==> config.mk <==
export PLATFORM = sky130hd
export DESIGN_NAME = hfd_csr
export DESIGN_NICKNAME = d
export VERILOG_FILES = /design/src/hfd_pkg.sv /design/src/hfd_csr.sv
export SDC_FILE = /design/constraint.sdc
export NUM_CORES = 1
export LEC_CHECK = 0
export ABC_AREA = 1
export ABC_CLOCK_PERIOD_IN_PS = 1600
export BUFFER_PORTS_ARGS = -buffer_cell sky130_fd_sc_hd__buf_2
export CAP_MARGIN = 20
export CORE_MARGIN = 1.5
export CORE_UTILIZATION = 38
export CTS_CLUSTER_SIZE = 28
export DETAILED_ROUTE_END_ITERATION = 8
export PLACE_DENSITY = 0.69
export RECOVER_POWER = 50
export SLEW_MARGIN = 10
export SYNTH_ARGS = -nofsm -noshare
export SYNTH_HDL_FRONTEND = slang
export SYNTH_SLANG_ARGS = --single-unit
export TNS_END_PERCENT = 30
==> constraint.sdc <==
create_clock -name clock -period 1.6 [get_ports clock]
set_input_delay 0.08 -clock clock [delete_from_list [all_inputs] [get_ports clock]]
set_output_delay 0.08 -clock clock [all_outputs]
set_load 0.1 [all_outputs]
==> src/hfd_pkg.sv <==
// ----------------------------------------------------------------------------
// hfd_pkg
// Shared types, codes and constants of the Huffman tree-walk decoder.
// ----------------------------------------------------------------------------
package hfd_pkg;

   // Default node table depth.
   localparam int MAX_NODES_DEF = 512;

   // Field widths.
   localparam int IDX_W    = 9;
   localparam int PTR_W    = 10;
   localparam int SYM_W    = 8;
   localparam int CNT_W    = 32;
   localparam int STATUS_W = 2;
   localparam int CSR_AW   = 3;
   localparam int CSR_DW   = 32;

   // Stream payload widths (rounded up to whole bytes).
   localparam int REQ_DATA_W = 40;
   localparam int RSP_DATA_W = 8;

   // Request kinds.
   localparam logic REQ_NODE_WRITE = 1'b0;
   localparam logic REQ_CODE_BIT   = 1'b1;

   // Result status codes.
   localparam logic [STATUS_W-1:0] STATUS_OK      = 2'd0;
   localparam logic [STATUS_W-1:0] STATUS_INVALID = 2'd1;
   localparam logic [STATUS_W-1:0] STATUS_NO_TREE = 2'd2;

   // Register indexes (selected by address bit 2).
   localparam logic REG_ROOT_NODE        = 1'b0;
   localparam logic REG_SYMBOLS_EXPECTED = 1'b1;

   // One node table entry; a negative child means none.
   typedef struct packed {
      logic signed [PTR_W-1:0] left;
      logic signed [PTR_W-1:0] right;
      logic [SYM_W-1:0]        sym;
   } node_type;

   // Configuration seen by the walker.
   typedef struct packed {
      logic signed [PTR_W-1:0] root_node;
      logic [CNT_W-1:0]        symbols_expected;
      logic                    root_wr;
      logic                    cfg_wr;
   } cfg_type;

   // One accepted input beat, decoded.
   typedef struct packed {
      logic             bit_en;
      logic             wr_en;
      logic [IDX_W-1:0] node_index;
      node_type         node;
      logic             code_bit;
   } item_type;

   // One step result.
   typedef struct packed {
      logic                valid;
      logic [SYM_W-1:0]    symbol;
      logic [STATUS_W-1:0] status;
      logic                last;
   } result_type;

   // Walker sequencer states.
   typedef enum logic [1:0] {
      ST_RUN,
      ST_FETCH_ROOT,
      ST_FETCH_RKIDS,
      ST_FETCH_CKIDS
   } walk_state_type;

   // Which cached entry a memory read port is filling.
   typedef enum logic [2:0] {
      LAND_NONE,
      LAND_RT,
      LAND_RL,
      LAND_RR,
      LAND_CL,
      LAND_CR
   } land_type;

   // A node with no children is a leaf.
   function automatic logic is_leaf(input node_type n);
      return n.left[PTR_W-1] && n.right[PTR_W-1];
   endfunction

endpackage

==> src/hfd_csr.sv <==
// ----------------------------------------------------------------------------
// hfd_csr
// Configuration registers behind a simple APB-style port.
// ----------------------------------------------------------------------------
module hfd_csr (
   input  logic                          clock,
   input  logic                          reset,
   input  logic                          psel,
   input  logic                          penable,
   input  logic                          pwrite,
   input  logic [hfd_pkg::CSR_AW-1:0]    paddr,
   input  logic [hfd_pkg::CSR_DW-1:0]    pwdata,
   output logic [hfd_pkg::CSR_DW-1:0]    prdata,
   output logic                          pready,
   output hfd_pkg::cfg_type              cfg
);

   logic signed [hfd_pkg::PTR_W-1:0] root_ff;
   logic signed [hfd_pkg::PTR_W-1:0] root_in;
   logic [hfd_pkg::CNT_W-1:0]        expected_ff;
   logic [hfd_pkg::CNT_W-1:0]        expected_in;
   logic                             wr_root;
   logic                             wr_expected;

   // Write decode; the register index is address bit 2.
   always_comb begin
      wr_root     = 1'b0;
      wr_expected = 1'b0;
      if (psel && penable && pwrite) begin
         case (paddr[2])
            hfd_pkg::REG_ROOT_NODE:        wr_root     = 1'b1;
            hfd_pkg::REG_SYMBOLS_EXPECTED: wr_expected = 1'b1;
            default:                       wr_root     = 1'b0;
         endcase
      end
      root_in     = wr_root ? pwdata[hfd_pkg::PTR_W-1:0] : root_ff;
      expected_in = wr_expected ? pwdata : expected_ff;
   end

   // Registers; the root resets to "no tree".
   always_ff @(posedge clock) begin
      if (reset) begin
         root_ff     <= '1;
         expected_ff <= '0;
      end else begin
         root_ff     <= root_in;
         expected_ff <= expected_in;
      end
   end

   // Read mux.
   always_comb begin
      case (paddr[2])
         hfd_pkg::REG_ROOT_NODE:
            prdata = {{(hfd_pkg::CSR_DW - hfd_pkg::PTR_W){root_ff[hfd_pkg::PTR_W-1]}}, root_ff};
         hfd_pkg::REG_SYMBOLS_EXPECTED:
            prdata = expected_ff;
         default:
            prdata = '0;
      endcase
   end

   assign pready               = 1'b1;
   assign cfg.root_node        = root_ff;
   assign cfg.symbols_expected = expected_ff;
   assign cfg.root_wr          = wr_root;
   assign cfg.cfg_wr           = wr_root || wr_expected;

endmodule

## Word level (Yosys, flattened, before mapping)

Cells that the tools add are included.

- $add $sub $neg: 0
- Multipliers: 0
- Divide/modulo/power cells: 0
- Magnitude comparators: 0
- Equal/unequal tests: 0
- Shifts and indexed selects: 0
- Multiplexer cells: 5
- Bitwise operators: 1
- Reductions and logical operators: 3

Operators by type and width:

| operator | number |
|---|---|
| $pmux 32 s2 | 1 |
| $mux 1 | 4 |
| $logic_and 1x1->1 | 2 |
| $logic_or 1x1->1 | 1 |
| $not 1->1 | 1 |

- Flip-flop bits (word level): 42
- Latch bits: 0
- RAM bits: 0
- ROM bits: 0
- Input bits: 40
- Logic and storage cells: 11
- Memories kept: 0

## Depth between registers and ports, before layout

- Word-level depth: 4
- Gate-level depth with buffers: 6
- Mapped depth without buffers: 5

## Worst setup path after synthesis

No wires, ideal clock.

- Path kind: flip-flop to output port
- From: register root_ff[9] in the netlist's numbering
- To: output prdata[10] in the netlist's numbering
- Arrival time: 2,059 ps
- Data required time: 1,520 ps
- Setup slack: -539 ps
- Cell stages (with the launch flop): 4
- Cells stage by stage: dfxtp_1 -> nand2_1 -> buf_2 -> nand2_1

- Longest elaborated chain between the ends: 1

RTL lines:

| what | line | RTL |
|---|---|---|
| from (decl) | hfd_csr.sv:18 | `logic signed [hfd_pkg::PTR_W-1:0] root_ff;` |
| from (signal assigned) | hfd_csr.sv:46 | `root_ff <= root_in;` |
| $pmux 32 s2 | hfd_csr.sv:53 | `case (paddr[2])` |
| to (decl) | hfd_csr.sv:13 | `output logic [hfd_pkg::CSR_DW-1:0] prdata,` |

Every way passes these cells.

## Worst setup path after layout

Same ends and word-level chain as after synthesis.

==> results by group <==
Yosys
  – Syn Nets: 379
  – Synth area leader: dfxtp_1
  – Count of cell types in the netlist: 16
  – Register area share after synthesis: 40.1%
  – Synth Register Bits: 42
  – Post-Synthesis Cell Area: 2100 um^2
  – Syn. warnings: 0
  – Syn Area/Cell: 6.19 um^2
  – Synth top area cells: dfxtp_1 40%, nand2_1 23%, nor2_1 12%
  – Cells after Synth: 339
  – Top-area cell type share of the netlist area: 40.1%

Routing
  – Routed Antenna Nets: 0
  – Routed wire length per instance: 10.7 um
  – DRC violation total after the first TritonRoute iteration: 88
  – DR pass1 iterations: 4
  – Routed WL: 5.55 mm
  – Post-route DRC: 0
  – Vias/cell: 4.48
  – Vias: 2317

Global route
  – Pin count of the biggest net entering global routing: 40
  – Met2 GRT Util: 32.6%
  – Initial antenna violation count: 0
  – Total track usage: 18.9%
  – Vias in the first global route: 2023
  – Gr ovfl total: 0
  – First-pass GRT wire length: 9.20 mm
  – Met1 GRT Util: 23.3%
  – Met3 Track Usage GR: 4.76%
  – Most used routing layer: met2

CTS
  – TritonCTS Buffers: 5
  – CTS root buf: clkbuf_8
  – CTS clk-pin slew, worst paths: 0.07 ns
  – Post-CTS Setup Repair Bufs: 0
  – TritonCTS clock tree: yes
  – Clk sink count: 42
  – Post-CTS Resized: 0
  – Hold_buf cts: 0
  – Htree depth: 2
  – Worst-Skew Late Latency: 0.28 ns
  – Clk buf depth: 2

Setup path
  – Reg2reg start: expected_ff[9]
  – Worst r2r dst: expected_ff[9]
  – Required time of the critical path: 1.52 ns
  – Worst r2r path cells: 2
  – Worst setup EP type: output pin
  – CP Class: reg -> out
  – Crit-path max FO: 23
  – Critical path arrival: 1.40 ns
  – Worst setup SP type: flip-flop
  – Flop-to-flop setup slack: 0.99 ns

STA
  – RSZ-0062 raised after global routing: no
  – Slew headroom: 45.6%
  – Achievable Freq: 0.676 GHz
  – Final setup vio count: 0
  – Hold Violations, Final: 0
  – Worst hold slack: 0.0148 ns
  – Max Slew Vio Count: 0
  – Fin worst setup slack: 0.121 ns
  – Worst Clk Skew: 0 ns
  – Fin crit period: 1.48 ns
  – Final worst-path cycle share: 92.5%
  – Worst-Margin Slew: 0.813 ns

Floorplan
  – Site row count: 26
  – Initial Util: 40.3%
  – Die H: 77.3 um
  – Placeable Area: 5200 um^2
  – Num ports: 117
  – Die Area: 5970 um^2
  – Die X: 77.3 um

Min path
  – Hold Path Depth: 3
  – Path type of the worst min-delay path: in -> reg
  – Worst Hold End: root_ff[5]
  – Hold Crit Start: pwdata[5]

Layout
  – Final net count: 486
  – Fill cells: 566
  – Most frequent cells in the layout: 122 x nand2_1, 95 x buf_2, 66 x nor2_1
  – Fin area: 2830 um^2
  – Antenna Cells: 0
  – Area Growth Syn to Fin: 34.8%
  – Non-Filler Instances: 517
  – Layout cells sized above 1: 34.7%
  – Most common cell after layout, fill and taps aside: nand2_1

Placement
  – Placed insts: 509
  – Place WS: 0.293 ns
  – Final Wtd Congestion: 0.733
  – Post-DP Area: 2770 um^2
  – Port Buf Inserts: 113
  – Dpl hpwl: 3.94 mm

Flow run
  – Maxcap violations: 0

Pwr
  – Max VDD drop: 542 uV
  – Static Leak: 1.61 nW
  – Power Dens Cells: 1030 nW/um^2

Run status
  – Run status: complete, no violations
==> critical path, stage by stage, from the launching register on <==
cell and delay [ns]:
dfxtp_2 0.34, nand2_1 0.05, buf_4 0.21, nand2_1 0.08, buf_2 0.42
==> kinds of logic (layout without fill, tap and decap cells) <==
group / after synthesis / after routing / share of synthesized area [%]
and+or+nand+nor: 238 / 238 / 46.2
other: 1 / 1 / 0.179
buffers and inverters: 58 / 166 / 13.5
DFF: 42 / 42 / 40.1
==> area by class of cell <==
class | instances | area (um^2) | area share [%]
timing repair buffer | 123 | 674 | 23.8
tap | 70 | 87.6 | 3.10
inverter | 35 | 131 | 4.65
clock buffer | 7 | 86.3 | 3.05
multi-input combinational | 239 | 978 | 34.6
clock inverter | 1 | 5.00 | 0.177
sequential | 42 | 865 | 30.6
==> registers in the layout, indices dropped and copies added, names as in the netlist <==
name / flops
root_ff: 10
expected_ff: 32
==> cell usage after synthesis, drive strengths merged <==
cell type	count
buf	22
clkbuf	1
clkinv	1
conb	1
dfxtp	42
inv	34
nand2	128
nand3	43
nor2	67
==> worst max path at each step <==
| stage | endpoint | slack (ns) | start | depth (start not counted) |
|---|---|---|---|---|
| after floorplan | prdata[10] | -0.21 | expected_ff[10] | 2 |
| after global placement | expected_ff[17] | 0.33 | paddr[2] | 7 |
| after detailed placement | expected_ff[3] | 0.29 | paddr[2] | 7 |
| after CTS | prdata[21] | 0.11 | root_ff[9] | 4 |
| after global routing | root_ff[3] | 0.04 | psel | 6 |
| final | prdata[10] | 0.12 | root_ff[9] | 4 |
==> power breakdown <==
group / switching, mW / leakage [nW] / internal [mW] / total [mW]
clock: 0.333 / 0.0482 / 0.348 / 0.681
sequential: 0.0272 / 0.341 / 1.09 / 1.11
combinational: 0.943 / 1.22 / 0.177 / 1.12
==> stage by stage <==
| stage | power (mW) | TNS (ns) | util (%) |
|---|---|---|---|
| final | 2.91 | 0 | 54.3 |
| after global routing | 3.05 | 0 | 54.3 |
| after CTS | 2.96 | 0 | 54.9 |
| after detailed placement | 2.27 | 0 | 53.2 |
| after global placement | 2.26 | 0 | 53.2 |
| after floorplan | 2.08 | -5.28 | - |
==> routing by layer <==
metal,up-vias,wire [um]
li1,1217,-
met1,1009,2530
met2,84,2560
met3,7,408
met4,0,44
met5,-,0
No activity file was read; power rests on OpenSTA's default activity.
